**config.mk**
```make
export PLATFORM = sky130hd
export DESIGN_NAME = json_string_unescape_utf8
export DESIGN_NICKNAME = d
export VERILOG_FILES = /design/src/hw/rtl/jsu_pkg.sv /design/src/hw/rtl/json_string_unescape_utf8.sv /design/src/hw/rtl/jsu_decode.sv /design/src/hw/rtl/jsu_out.sv
export SDC_FILE = /design/constraint.sdc
export NUM_CORES = 1
export LEC_CHECK = 0
export BUFFER_PORTS_ARGS = -buffer_cell sky130_fd_sc_hd__buf_2
export CORE_ASPECT_RATIO = 0.75
export CORE_MARGIN = 4
export CORE_UTILIZATION = 60
export DETAILED_ROUTE_END_ITERATION = 10
export MAX_ROUTING_LAYER = met4
export PLACE_DENSITY = 0.79
export SETUP_SLACK_MARGIN = 0.5
export SYNTH_ARGS = -nofsm -noshare
export SYNTH_HDL_FRONTEND = slang
export SYNTH_HIERARCHICAL = 1
export SYNTH_SLANG_ARGS = --single-unit
```
**constraint.sdc**
```tcl
create_clock -name clk -period 10.4 [get_ports clk]
set_clock_uncertainty 0.2 [all_clocks]
set_input_delay 1.56 -clock clk [delete_from_list [all_inputs] [get_ports clk]]
set_output_delay 1.56 -clock clk [all_outputs]
set_load 0.05 [all_outputs]
```
**src/hw/rtl/jsu_pkg.sv**
```systemverilog
package jsu_pkg;

  // Decoder phase
  typedef enum logic [2:0] {
    PH_IDLE,
    PH_TEXT,
    PH_ESC,
    PH_HEX1,
    PH_WANTBS,
    PH_WANTU,
    PH_HEX2
  } phase_t;

  // Result status codes
  typedef enum logic [3:0] {
    ST_BUSY           = 4'd0,
    ST_DONE           = 4'd1,
    ST_EXPECTED       = 4'd2,
    ST_CTRL           = 4'd3,
    ST_UNTERM_ESC     = 4'd4,
    ST_BAD_UNICODE    = 4'd5,
    ST_MISSING_LOW    = 4'd6,
    ST_BAD_LOW        = 4'd7,
    ST_UNEXPECTED_LOW = 4'd8,
    ST_BAD_ESCAPE     = 4'd9,
    ST_UNTERM         = 4'd10
  } status_t;

  // Input kind codes
  localparam logic KIND_BYTE = 1'b0;
  localparam logic KIND_END  = 1'b1;

  // Characters of interest
  localparam logic [7:0] CH_QUOTE  = 8'h22;
  localparam logic [7:0] CH_BSLASH = 8'h5C;
  localparam logic [7:0] CH_SLASH  = 8'h2F;
  localparam logic [7:0] CH_LOW_B  = 8'h62;
  localparam logic [7:0] CH_LOW_F  = 8'h66;
  localparam logic [7:0] CH_LOW_N  = 8'h6E;
  localparam logic [7:0] CH_LOW_R  = 8'h72;
  localparam logic [7:0] CH_LOW_T  = 8'h74;
  localparam logic [7:0] CH_LOW_U  = 8'h75;
  localparam logic [7:0] CH_SPACE  = 8'h20;

  // Surrogate ranges
  localparam logic [15:0] HI_SUR_MIN = 16'hD800;
  localparam logic [15:0] HI_SUR_MAX = 16'hDBFF;
  localparam logic [15:0] LO_SUR_MIN = 16'hDC00;
  localparam logic [15:0] LO_SUR_MAX = 16'hDFFF;
  localparam logic [20:0] SUPP_BASE  = 21'h10000;

  // Up to four result bytes per item
  localparam int unsigned MAX_RES = 4;

  typedef struct packed {
    logic       ok;
    logic [3:0] val;
  } hex_t;

  typedef struct packed {
    logic [MAX_RES-1:0][7:0] bytes;
    logic [1:0]              last_idx;
  } utf8_t;

  // Everything one item produces, handed to the output stage
  typedef struct packed {
    logic [MAX_RES-1:0][7:0] bytes;
    logic [1:0]              last_idx;
    logic                    byte_valid;
    status_t                 status;
  } bundle_t;

  function automatic hex_t hex_decode(input logic [7:0] c);
    hex_t r;
    r.ok  = 1'b1;
    r.val = 4'd0;
    if (c >= 8'h30 && c <= 8'h39) begin
      r.val = 4'(c - 8'h30);
    end else if (c >= 8'h61 && c <= 8'h66) begin
      r.val = 4'(c - 8'h57);
    end else if (c >= 8'h41 && c <= 8'h46) begin
      r.val = 4'(c - 8'h37);
    end else begin
      r.ok = 1'b0;
    end
    return r;
  endfunction

  function automatic utf8_t utf8_encode(input logic [20:0] cp);
    utf8_t r;
    r.bytes    = '0;
    r.last_idx = 2'd0;
    if (cp <= 21'h7F) begin
      r.bytes[0] = cp[7:0];
    end else if (cp <= 21'h7FF) begin
      r.bytes[0] = {3'b110, cp[10:6]};
      r.bytes[1] = {2'b10, cp[5:0]};
      r.last_idx = 2'd1;
    end else if (cp <= 21'hFFFF) begin
      r.bytes[0] = {4'b1110, cp[15:12]};
      r.bytes[1] = {2'b10, cp[11:6]};
      r.bytes[2] = {2'b10, cp[5:0]};
      r.last_idx = 2'd2;
    end else begin
      r.bytes[0] = {5'b11110, cp[20:18]};
      r.bytes[1] = {2'b10, cp[17:12]};
      r.bytes[2] = {2'b10, cp[11:6]};
      r.bytes[3] = {2'b10, cp[5:0]};
      r.last_idx = 2'd3;
    end
    return r;
  endfunction

endpackage

```
**src/hw/rtl/json_string_unescape_utf8.sv**
```systemverilog
// JSON string unescaper. Feed a quoted JSON string one byte per item (kind 0), or an
// end-of-input marker (kind 1); the block returns the decoded string as UTF-8 bytes with
// status busy, and ends with a single result carrying done or an error code, after which
// it waits for a new opening quote. Every item gives at least one result; last marks the
// final one. The block takes one item per cycle as long as each item yields one result
// and out_stall is low; a \u escape completing a code point yields one to four bytes,
// and a result of more than one byte holds the output register while its bytes go out
// one at a time, stalling the input behind it. Items pass through an input register and
// a result register; an item waits in the input register while the result register is
// busy. Bytes already delivered before an error are not withdrawn.
module json_string_unescape_utf8 (
  input  logic       clk,
  input  logic       rst,
  input  logic       in_valid,
  output logic       in_stall,
  input  logic       kind,
  input  logic [7:0] in_byte,
  output logic       out_valid,
  input  logic       out_stall,
  output logic [7:0] out_byte,
  output logic       byte_valid,
  output logic [3:0] status,
  output logic       last
);

  logic             in_vld;
  logic             in_kind;
  logic [7:0]       in_data;
  logic             free;
  logic             advance;
  jsu_pkg::bundle_t bundle;

  assign advance  = in_vld & free;
  assign in_stall = in_vld & ~free;

  // Capture an item; release it once it is decoded
  always_ff @(posedge clk) begin
    if (rst) begin
      in_vld <= 1'b0;
    end else if (in_valid && !in_stall) begin
      in_vld <= 1'b1;
    end else if (advance) begin
      in_vld <= 1'b0;
    end
  end

  always_ff @(posedge clk) begin
    if (in_valid && !in_stall) begin
      in_kind <= kind;
      in_data <= in_byte;
    end
  end

  jsu_decode u_decode (
    .clk     (clk),
    .rst     (rst),
    .advance (advance),
    .kind    (in_kind),
    .in_byte (in_data),
    .bundle  (bundle)
  );

  jsu_out u_out (
    .clk        (clk),
    .rst        (rst),
    .load       (advance),
    .bundle     (bundle),
    .free       (free),
    .out_valid  (out_valid),
    .out_stall  (out_stall),
    .out_byte   (out_byte),
    .byte_valid (byte_valid),
    .status     (status),
    .last       (last)
  );

endmodule

```
**src/hw/rtl/jsu_decode.sv**
```systemverilog
module jsu_decode (
  input  logic             clk,
  input  logic             rst,
  input  logic             advance,
  input  logic             kind,
  input  logic [7:0]       in_byte,
  output jsu_pkg::bundle_t bundle
);

  jsu_pkg::phase_t phase, phase_next;
  logic [15:0]     high_unit, high_next;
  logic [15:0]     low_unit, low_next;
  logic [1:0]      digit_count, count_next;
  logic            low_bad_pending, bad_next;

  jsu_pkg::hex_t    hex;
  jsu_pkg::utf8_t   enc;
  jsu_pkg::status_t fin_status;
  logic             fin;
  logic             emit;
  logic [20:0]      cp;
  logic [15:0]      hi_shift;
  logic [15:0]      lo_new;
  logic             bad_new;

  assign hex      = jsu_pkg::hex_decode(in_byte);
  assign hi_shift = {high_unit[11:0], hex.val};
  assign lo_new   = hex.ok ? {low_unit[11:0], hex.val} : low_unit;
  assign bad_new  = low_bad_pending | ~hex.ok;

  // Hold decoder state; advance it once per item
  always_ff @(posedge clk) begin
    if (rst) begin
      phase           <= jsu_pkg::PH_IDLE;
      digit_count     <= 2'd0;
      low_bad_pending <= 1'b0;
    end else if (advance) begin
      phase           <= phase_next;
      digit_count     <= count_next;
      low_bad_pending <= bad_next;
    end
  end

  always_ff @(posedge clk) begin
    if (advance) begin
      high_unit <= high_next;
      low_unit  <= low_next;
    end
  end

  // Next state and result for the current item
  always_comb begin
    phase_next        = phase;
    high_next         = high_unit;
    low_next          = low_unit;
    count_next        = digit_count;
    bad_next          = low_bad_pending;
    fin               = 1'b0;
    fin_status        = jsu_pkg::ST_BUSY;
    emit              = 1'b0;
    cp                = 21'd0;
    enc               = jsu_pkg::utf8_encode(cp);
    bundle.bytes      = '0;
    bundle.last_idx   = 2'd0;
    bundle.byte_valid = 1'b0;
    bundle.status     = jsu_pkg::ST_BUSY;

    if (kind == jsu_pkg::KIND_END) begin
      fin = 1'b1;
      unique case (phase) inside
        jsu_pkg::PH_TEXT:   fin_status = jsu_pkg::ST_UNTERM;
        jsu_pkg::PH_ESC:    fin_status = jsu_pkg::ST_UNTERM_ESC;
        jsu_pkg::PH_HEX1:   fin_status = jsu_pkg::ST_BAD_UNICODE;
        jsu_pkg::PH_WANTBS, jsu_pkg::PH_WANTU, jsu_pkg::PH_HEX2:
          fin_status = jsu_pkg::ST_MISSING_LOW;
        default:            fin_status = jsu_pkg::ST_EXPECTED;
      endcase
    end else begin
      unique case (phase)
        jsu_pkg::PH_IDLE: begin
          if (in_byte == jsu_pkg::CH_QUOTE) begin
            phase_next = jsu_pkg::PH_TEXT;
          end else begin
            fin        = 1'b1;
            fin_status = jsu_pkg::ST_EXPECTED;
          end
        end
        jsu_pkg::PH_TEXT: begin
          if (in_byte == jsu_pkg::CH_QUOTE) begin
            fin        = 1'b1;
            fin_status = jsu_pkg::ST_DONE;
          end else if (in_byte < jsu_pkg::CH_SPACE) begin
            fin        = 1'b1;
            fin_status = jsu_pkg::ST_CTRL;
          end else if (in_byte == jsu_pkg::CH_BSLASH) begin
            phase_next = jsu_pkg::PH_ESC;
          end else begin
            bundle.bytes[0]   = in_byte;
            bundle.byte_valid = 1'b1;
          end
        end
        jsu_pkg::PH_ESC: begin
          phase_next        = jsu_pkg::PH_TEXT;
          bundle.byte_valid = 1'b1;
          unique case (in_byte)
            jsu_pkg::CH_QUOTE:  bundle.bytes[0] = jsu_pkg::CH_QUOTE;
            jsu_pkg::CH_BSLASH: bundle.bytes[0] = jsu_pkg::CH_BSLASH;
            jsu_pkg::CH_SLASH:  bundle.bytes[0] = jsu_pkg::CH_SLASH;
            jsu_pkg::CH_LOW_B:  bundle.bytes[0] = 8'h08;
            jsu_pkg::CH_LOW_F:  bundle.bytes[0] = 8'h0C;
            jsu_pkg::CH_LOW_N:  bundle.bytes[0] = 8'h0A;
            jsu_pkg::CH_LOW_R:  bundle.bytes[0] = 8'h0D;
            jsu_pkg::CH_LOW_T:  bundle.bytes[0] = 8'h09;
            jsu_pkg::CH_LOW_U: begin
              bundle.byte_valid = 1'b0;
              phase_next        = jsu_pkg::PH_HEX1;
              high_next         = 16'd0;
              count_next        = 2'd0;
            end
            default: begin
              bundle.byte_valid = 1'b0;
              fin               = 1'b1;
              fin_status        = jsu_pkg::ST_BAD_ESCAPE;
            end
          endcase
        end
        jsu_pkg::PH_HEX1: begin
          if (!hex.ok) begin
            fin        = 1'b1;
            fin_status = jsu_pkg::ST_BAD_UNICODE;
          end else begin
            high_next = hi_shift;
            if (digit_count == 2'd3) begin
              count_next = 2'd0;
              if (hi_shift >= jsu_pkg::HI_SUR_MIN && hi_shift <= jsu_pkg::HI_SUR_MAX) begin
                phase_next = jsu_pkg::PH_WANTBS;
              end else if (hi_shift >= jsu_pkg::LO_SUR_MIN &&
                           hi_shift <= jsu_pkg::LO_SUR_MAX) begin
                fin        = 1'b1;
                fin_status = jsu_pkg::ST_UNEXPECTED_LOW;
              end else begin
                phase_next = jsu_pkg::PH_TEXT;
                emit       = 1'b1;
                cp         = {5'd0, hi_shift};
              end
            end else begin
              count_next = digit_count + 2'd1;
            end
          end
        end
        jsu_pkg::PH_WANTBS: begin
          if (in_byte == jsu_pkg::CH_BSLASH) begin
            phase_next = jsu_pkg::PH_WANTU;
          end else begin
            fin        = 1'b1;
            fin_status = jsu_pkg::ST_MISSING_LOW;
          end
        end
        jsu_pkg::PH_WANTU: begin
          if (in_byte == jsu_pkg::CH_LOW_U) begin
            phase_next = jsu_pkg::PH_HEX2;
            low_next   = 16'd0;
            count_next = 2'd0;
            bad_next   = 1'b0;
          end else begin
            fin        = 1'b1;
            fin_status = jsu_pkg::ST_MISSING_LOW;
          end
        end
        jsu_pkg::PH_HEX2: begin
          low_next = lo_new;
          bad_next = bad_new;
          if (digit_count == 2'd3) begin
            if (bad_new || lo_new < jsu_pkg::LO_SUR_MIN || lo_new > jsu_pkg::LO_SUR_MAX) begin
              fin        = 1'b1;
              fin_status = jsu_pkg::ST_BAD_LOW;
            end else begin
              count_next = 2'd0;
              phase_next = jsu_pkg::PH_TEXT;
              emit       = 1'b1;
              cp         = jsu_pkg::SUPP_BASE + {1'b0, high_unit[9:0], lo_new[9:0]};
            end
          end else begin
            count_next = digit_count + 2'd1;
          end
        end
        default: begin
          fin        = 1'b1;
          fin_status = jsu_pkg::ST_EXPECTED;
        end
      endcase
    end

    // Encode a decoded code point as UTF-8
    if (emit) begin
      enc               = jsu_pkg::utf8_encode(cp);
      bundle.bytes      = enc.bytes;
      bundle.last_idx   = enc.last_idx;
      bundle.byte_valid = 1'b1;
    end

    // Drop back to idle on done or error
    if (fin) begin
      phase_next    = jsu_pkg::PH_IDLE;
      count_next    = 2'd0;
      bad_next      = 1'b0;
      bundle.status = fin_status;
    end
  end

endmodule

```
**src/hw/rtl/jsu_out.sv**
```systemverilog
module jsu_out (
  input  logic             clk,
  input  logic             rst,
  input  logic             load,
  input  jsu_pkg::bundle_t bundle,
  output logic             free,
  output logic             out_valid,
  input  logic             out_stall,
  output logic [7:0]       out_byte,
  output logic             byte_valid,
  output logic [3:0]       status,
  output logic             last
);

  logic             bun_valid;
  jsu_pkg::bundle_t bun;
  logic [1:0]       idx;
  logic             take;

  assign out_valid  = bun_valid;
  assign out_byte   = bun.bytes[idx];
  assign byte_valid = bun.byte_valid;
  assign status     = bun.status;
  assign last       = (idx == bun.last_idx);
  assign take       = bun_valid & ~out_stall;
  assign free       = ~bun_valid | (take & last);

  // Hold one item's results; step through them one per cycle while out_stall is low
  always_ff @(posedge clk) begin
    if (rst) begin
      bun_valid <= 1'b0;
      idx       <= 2'd0;
    end else if (load) begin
      bun_valid <= 1'b1;
      idx       <= 2'd0;
    end else if (take) begin
      if (last) begin
        bun_valid <= 1'b0;
      end else begin
        idx <= idx + 2'd1;
      end
    end
  end

  always_ff @(posedge clk) begin
    if (load) begin
      bun <= bundle;
    end
  end

  a_idx_in_range: assert property (@(posedge clk) disable iff (rst)
    bun_valid |-> idx <= bun.last_idx)
    else $error("result index past last byte");

  a_status_last: assert property (@(posedge clk) disable iff (rst)
    out_valid && status != jsu_pkg::ST_BUSY |-> last)
    else $error("final status on a non-last result");

  a_nobyte_single: assert property (@(posedge clk) disable iff (rst)
    out_valid && !byte_valid |-> last)
    else $error("status-only item has several results");

  a_load_free: assert property (@(posedge clk) disable iff (rst)
    load |-> free)
    else $error("result register overwritten");

  a_step: assert property (@(posedge clk) disable iff (rst)
    take && !last && !load |=> bun_valid && idx == $past(idx) + 2'd1)
    else $error("result index did not advance");

endmodule
```
## Word-level counts from Yosys, hierarchy flattened

Index checks and enable logic that the tools add are counted.
W data, S select, Z words.

- Memory bits (writable): 0
- Latch bits: 0
- Output and inout port bits: 16
- Memories kept: 0
- Bits in read-only memories: 0
- Flip-flop bits (word level): 86

- Equal/unequal tests: 34
- Order comparisons: 17
- Div/mod/pow operators: 0
- Bitwise gates (word level): 13
- $mul: 0
- $add $sub $neg: 6
- Reduce and logical (&&, ||, !) cells: 33
- Multiplexer cells: 108
- Shift-type cells: 0

Operators with widths:

| kind | number |
|---|---|
| $mux W21 | 6 |
| $eq A8 B7 Y1 const B | 7 |
| $mux W8 | 7 |
| $pmux W7 S8 | 1 |
| $mux W3 | 17 |
| $mux W16 | 3 |
| $mux W4 | 11 |
| $pmux W21 S2 | 1 |
| $mux W1 | 35 |
| $ge A16 B16 Y1 const B | 2 |
| $le A16 B16 Y1 const B | 2 |
| $pmux W16 S2 | 1 |
| $pmux W4 S7 | 1 |
| $mux W24 | 1 |
| $ne A3 B2 Y1 const B | 8 |
| $pmux W12 S2 | 1 |
| $mux W2 | 11 |
| $add A17 B20 Y21 const A | 1 |
| $le A21 B11 Y1 const B | 1 |
| $le A21 B16 Y1 const B | 1 |
| $le A21 B7 Y1 const B | 1 |
| $pmux W3 S7 | 1 |
| $mux W18 | 1 |
| $bmux W8 S2 | 1 |
| 49 further kinds | 89 |

## Logic depth before layout (Yosys ltp)

- Word-level depth: 18
- Gate-level depth with buffers: 13

## By module

Netlist, hierarchy kept.

Modules (own cells, without submodules):

| module | area each (sq um) | seq. area each (sq um) | instances | cells each |
|---|---|---|---|---|
| jsu_decode | 3313.2 | 840.8 | 1 | 442 |
| jsu_out | 1577.8 | 1231.2 | 1 | 75 |
| json_string_unescape_utf8 | 326.6 | 290.3 | 1 | 14 |

## Worst setup path before layout

Ideal clock, no wire load.

- Kind: input to register
- Start point: input port out_stall
- End point: register u_decode.high_unit[0] (enable)
- Arrival: 3923 ps
- Buffers on the path: 0
- Path slack: 5892 ps
- Cell stages on the path: 4
- Setup time: 385 ps
- Cells stage by stage: o21ai_0 and2_1 nand2b_1 a21oi_1

- Word-level cells in the longest chain between the ends: 6

Ends and longest elaborated chain:

| element | RTL line | RTL |
|---|---|---|
| from (decl) | json_string_unescape_utf8.sv:19 | `input logic out_stall,` |
| $not A1 Y1 | jsu_out.sv:25 | `assign take = bun_valid & ~out_stall;` |
| $and A1 B1 Y1 | jsu_out.sv:25 |  |
| $and A1 B1 Y1 | jsu_out.sv:26 | `assign free = ~bun_valid \| (take & last);` |
| $or A1 B1 Y1 | jsu_out.sv:26 |  |
| $and A1 B1 Y1 | json_string_unescape_utf8.sv:33 | `assign advance = in_vld & free;` |
| named net advance | json_string_unescape_utf8.sv:30 | `logic advance;` |
| $reduce_and A5 Y1 (no source line) | - |  |
| to (signal assigned) | jsu_decode.sv:46 | `high_unit <= high_next;` |
| to (decl) | jsu_decode.sv:11 | `logic [15:0] high_unit, high_next;` |

The timed path passes the listed nets, and every way through them passes these cells.
A chain may end at the register's enable or synchronous reset.

==> reports/results.ini <==
[synth]
synth_top_area_share_pct = 41.4
ys_warn_count = 6
yosysUniqueCellTypes = 85
synth_flop_cell = edfxtp_1
yosys-top-cells-count = 72 x edfxtp_1, 57 x nand2_1, 48 x nor2_1
synth.avg_cell_area_um2 = 9.83
synth_edf_count = 72
ys_ff_latch = 82
synth_area_leaders = edfxtp_1 41%, nand2_1 4.1%, dfxtp_1 3.8%
synth-async-reset-ratio_pct = 0
yosys.area.top_type = edfxtp_1
netlist_area_mm2 = 0.00522
seq_area_frac_synth_pct = 45.3
synth.most_common_cell = edfxtp_1
netlist_instances = 531

[cts]
hold_buffers = 0
numCtsBuffers = 9
cts_sinks = 82
post_cts.repair.setup_buffers = 0
cts_tree = done
clkTransAtPathRegs_ns = 0.06
clockBufferDepth = 2
clkLatencyLatePin_ns = 0.34
htreeDepth = 3
postCtsResizedCells = 0
clock-root-buffer = clkbuf_16

[worst_setup_path]
crit_path_end_kind = flip-flop
crit_required_ns = 10.27
crit_type = reg2reg
startpoint_type = flip-flop
arrival_ns = 4.14
crit_fanout = 18

[power]
seqPwrFrac_pct = 50.1
peakVddDrop_v = 0.000115
power_switching_uw = 168
power_leakage_uw = 0.00198
combPwrFrac_pct = 6.5
powerDensity_mw_per_mm2 = 133
pwr-share-clk_pct = 43.4
switching_share_pct = 22.5
internal_power_uw = 580

[die]
die_area_mm2 = 0.0103
coreArea_mm2 = 0.00845
core.rowCount = 29
die_w_um = 116
die_height_um = 88.8
start_util_pct = 61.7
num_io_pins = 29

[job]
cap_violations = 0

[detailed_routing]
totalWireLength_mm = 13.6
routedWlPerCell_um = 20.9
drtIter0Drc = 832
firstDrtPassIters = 5
vias_per_cell = 6.88
drcViolationCount = 0
ant_nets = 0
via_count = 4485

[grt]
grt_pass1_vias = 4115
grt_pass1_wl_mm = 21.7
grt_max_degree = 51
grt_usage_pct = 28.6
overflow = 0
antenna_found_initial = 1

[place]
finalWeightedCongestion = 1.09
port_buffers = 28
hpwl_mm = 9.63

[timing]
slew_violations = 0
finalHoldViolations = 0
fin_hold_ws_ns = 0.277
finalCriticalPeriod_ns = 4.28
rsz0062_at_grt = no
max_freq_mhz = 234
finalSetupViolCount = 0
relSlewSlack_pct = 25.5
tightest_slew_ns = 1.12
period_share_pct = 41.1
final.setup.tns_ns = 0

[finish]
finalNetCount = 558
drive_above_1_share_pct = 13.4
fillers = 668
syn_to_final_growth_pct = 7.77

[outcome]
status = complete, no violations

[min_path]
hp-class = reg2reg

routing by layer:
metal | vias to the layer above | global-route usage (%) | wire length (um)
met3 | 33 | 8.61 | 1720
li1 | 2022 | - | -
met2 | 318 | 38.3 | 5690
met1 | 2112 | 41.2 | 5930
met4 | 0 | 9.27 | 284
met5 | - | - | 0
final timing paths:
check,start,end,slack [ns],cells after the start
worst min register to register,u_decode/low_bad_pending,u_decode/low_bad_pending,0.28,2
worst min-delay path,u_decode/low_bad_pending,u_decode/low_bad_pending,0.28,2
worst max register to register,in_data[0],u_out/bun[8],6.12,11
worst max-delay path,in_data[0],u_out/bun[8],6.12,11
cells in the final DEF, fill, tap and decap left out, types with 3 or more instances in the layout:
cell | netlist | layout
a2111oi_0 | 4 | 4
a211oi_1 | 9 | 9
a21oi_1 | 36 | 36
a22o_1 | 12 | 12
a22oi_1 | 6 | 6
a31oi_1 | 3 | 3
and2_1 | 11 | 10
and3_1 | 9 | 9
and4_1 | 3 | 3
buf_2 | 4 | 28
clkbuf_16 | 0 | 9
conb_1 | 1 | 3
dfxtp_1 | 10 | 10
edfxtp_1 | 72 | 72
ha_1 | 7 | 7
inv_1 | 19 | 19
mux2i_1 | 6 | 6
mux4_2 | 8 | 8
nand2_1 | 57 | 57
nand2b_1 | 6 | 6
nand3_1 | 17 | 17
nand3b_1 | 4 | 4
nand4_1 | 6 | 6
nand4b_1 | 4 | 4
nor2_1 | 48 | 48
nor2b_1 | 6 | 6
nor3_1 | 10 | 10
nor4_1 | 5 | 5
o211ai_1 | 3 | 3
o21a_1 | 5 | 5
o21ai_0 | 28 | 28
o22ai_1 | 7 | 7
or3_1 | 8 | 8
xnor2_1 | 3 | 3
state kept, by name (all words and copies together) (netlist names), 2 cells and up:
name,cells
u_out/bun,34
u_decode/high_unit,12
u_decode/low_unit,12
in_data,8
u_out/status,4
u_decode/phase,3
u_decode/digit_count,2
u_out/idx,2
power groups by stage:
stage	Clock, uW	Sequential, uW	Combinational (uW)
after floorplan	0	377	41.3
after global placement	0	381	46.6
after detailed placement	0	381	47.7
after CTS	330	375	48.1
after global routing	346	376	52.3
final	325	375	48.6
critical path, stage by stage (launching register included):
cell and delay [ns]:
edfxtp_1 0.52, inv_1 0.18, ha_1 0.27, or3b_1 0.21, nand3_1 0.32, a2111oi_0 0.85, nand2_1 0.54, inv_1 0.44
o22ai_1 0.14, nand2_1 0.10, o211a_1 0.16, o211ai_1 0.08
layout make-up:
cell class / instances / area (um^2) / area share [%]
multi-input combinational: 394 / 2580 / 45.9
sequential: 82 / 2360 / 42.0
clock buffer: 12 / 256 / 4.56
timing repair buffer: 30 / 155 / 2.76
tap: 108 / 135 / 2.40
inverter: 21 / 78.8 / 1.40
clock inverter: 4 / 51.3 / 0.912
antenna: 1 / 2.50 / 0.0445
through the flow:
| stage | utilization, % | setup WS [ns] | total power (uW) | std cells | cell area (um^2) |
|---|---|---|---|---|---|
| floorplan | - | 5.89 | 418 | 533 | 5230 |
| global placement | 62.8 | 6.14 | 428 | 635 | 5310 |
| detailed placement | 62.8 | 5.91 | 429 | 635 | 5310 |
| CTS | 66.5 | 6.26 | 753 | 651 | 5620 |
| global route | 66.5 | 5.82 | 774 | 652 | 5620 |
| finish | 66.5 | 6.12 | 748 | 652 | 5620 |
cell families after synthesis:
kind of cell | synth area share [%]
AND/OR/NAND/NOR | 23.1
AO/OA/AOI/OAI | 18.9
flip-flops | 45.3
buffers and inverters | 5.42
multiplexers | 4.89
adder cells (fa/ha/maj) | 1.68
XOR/XNOR | 0.672
other | 0.0719
Note: power is estimated with default switching activity, not from simulation.
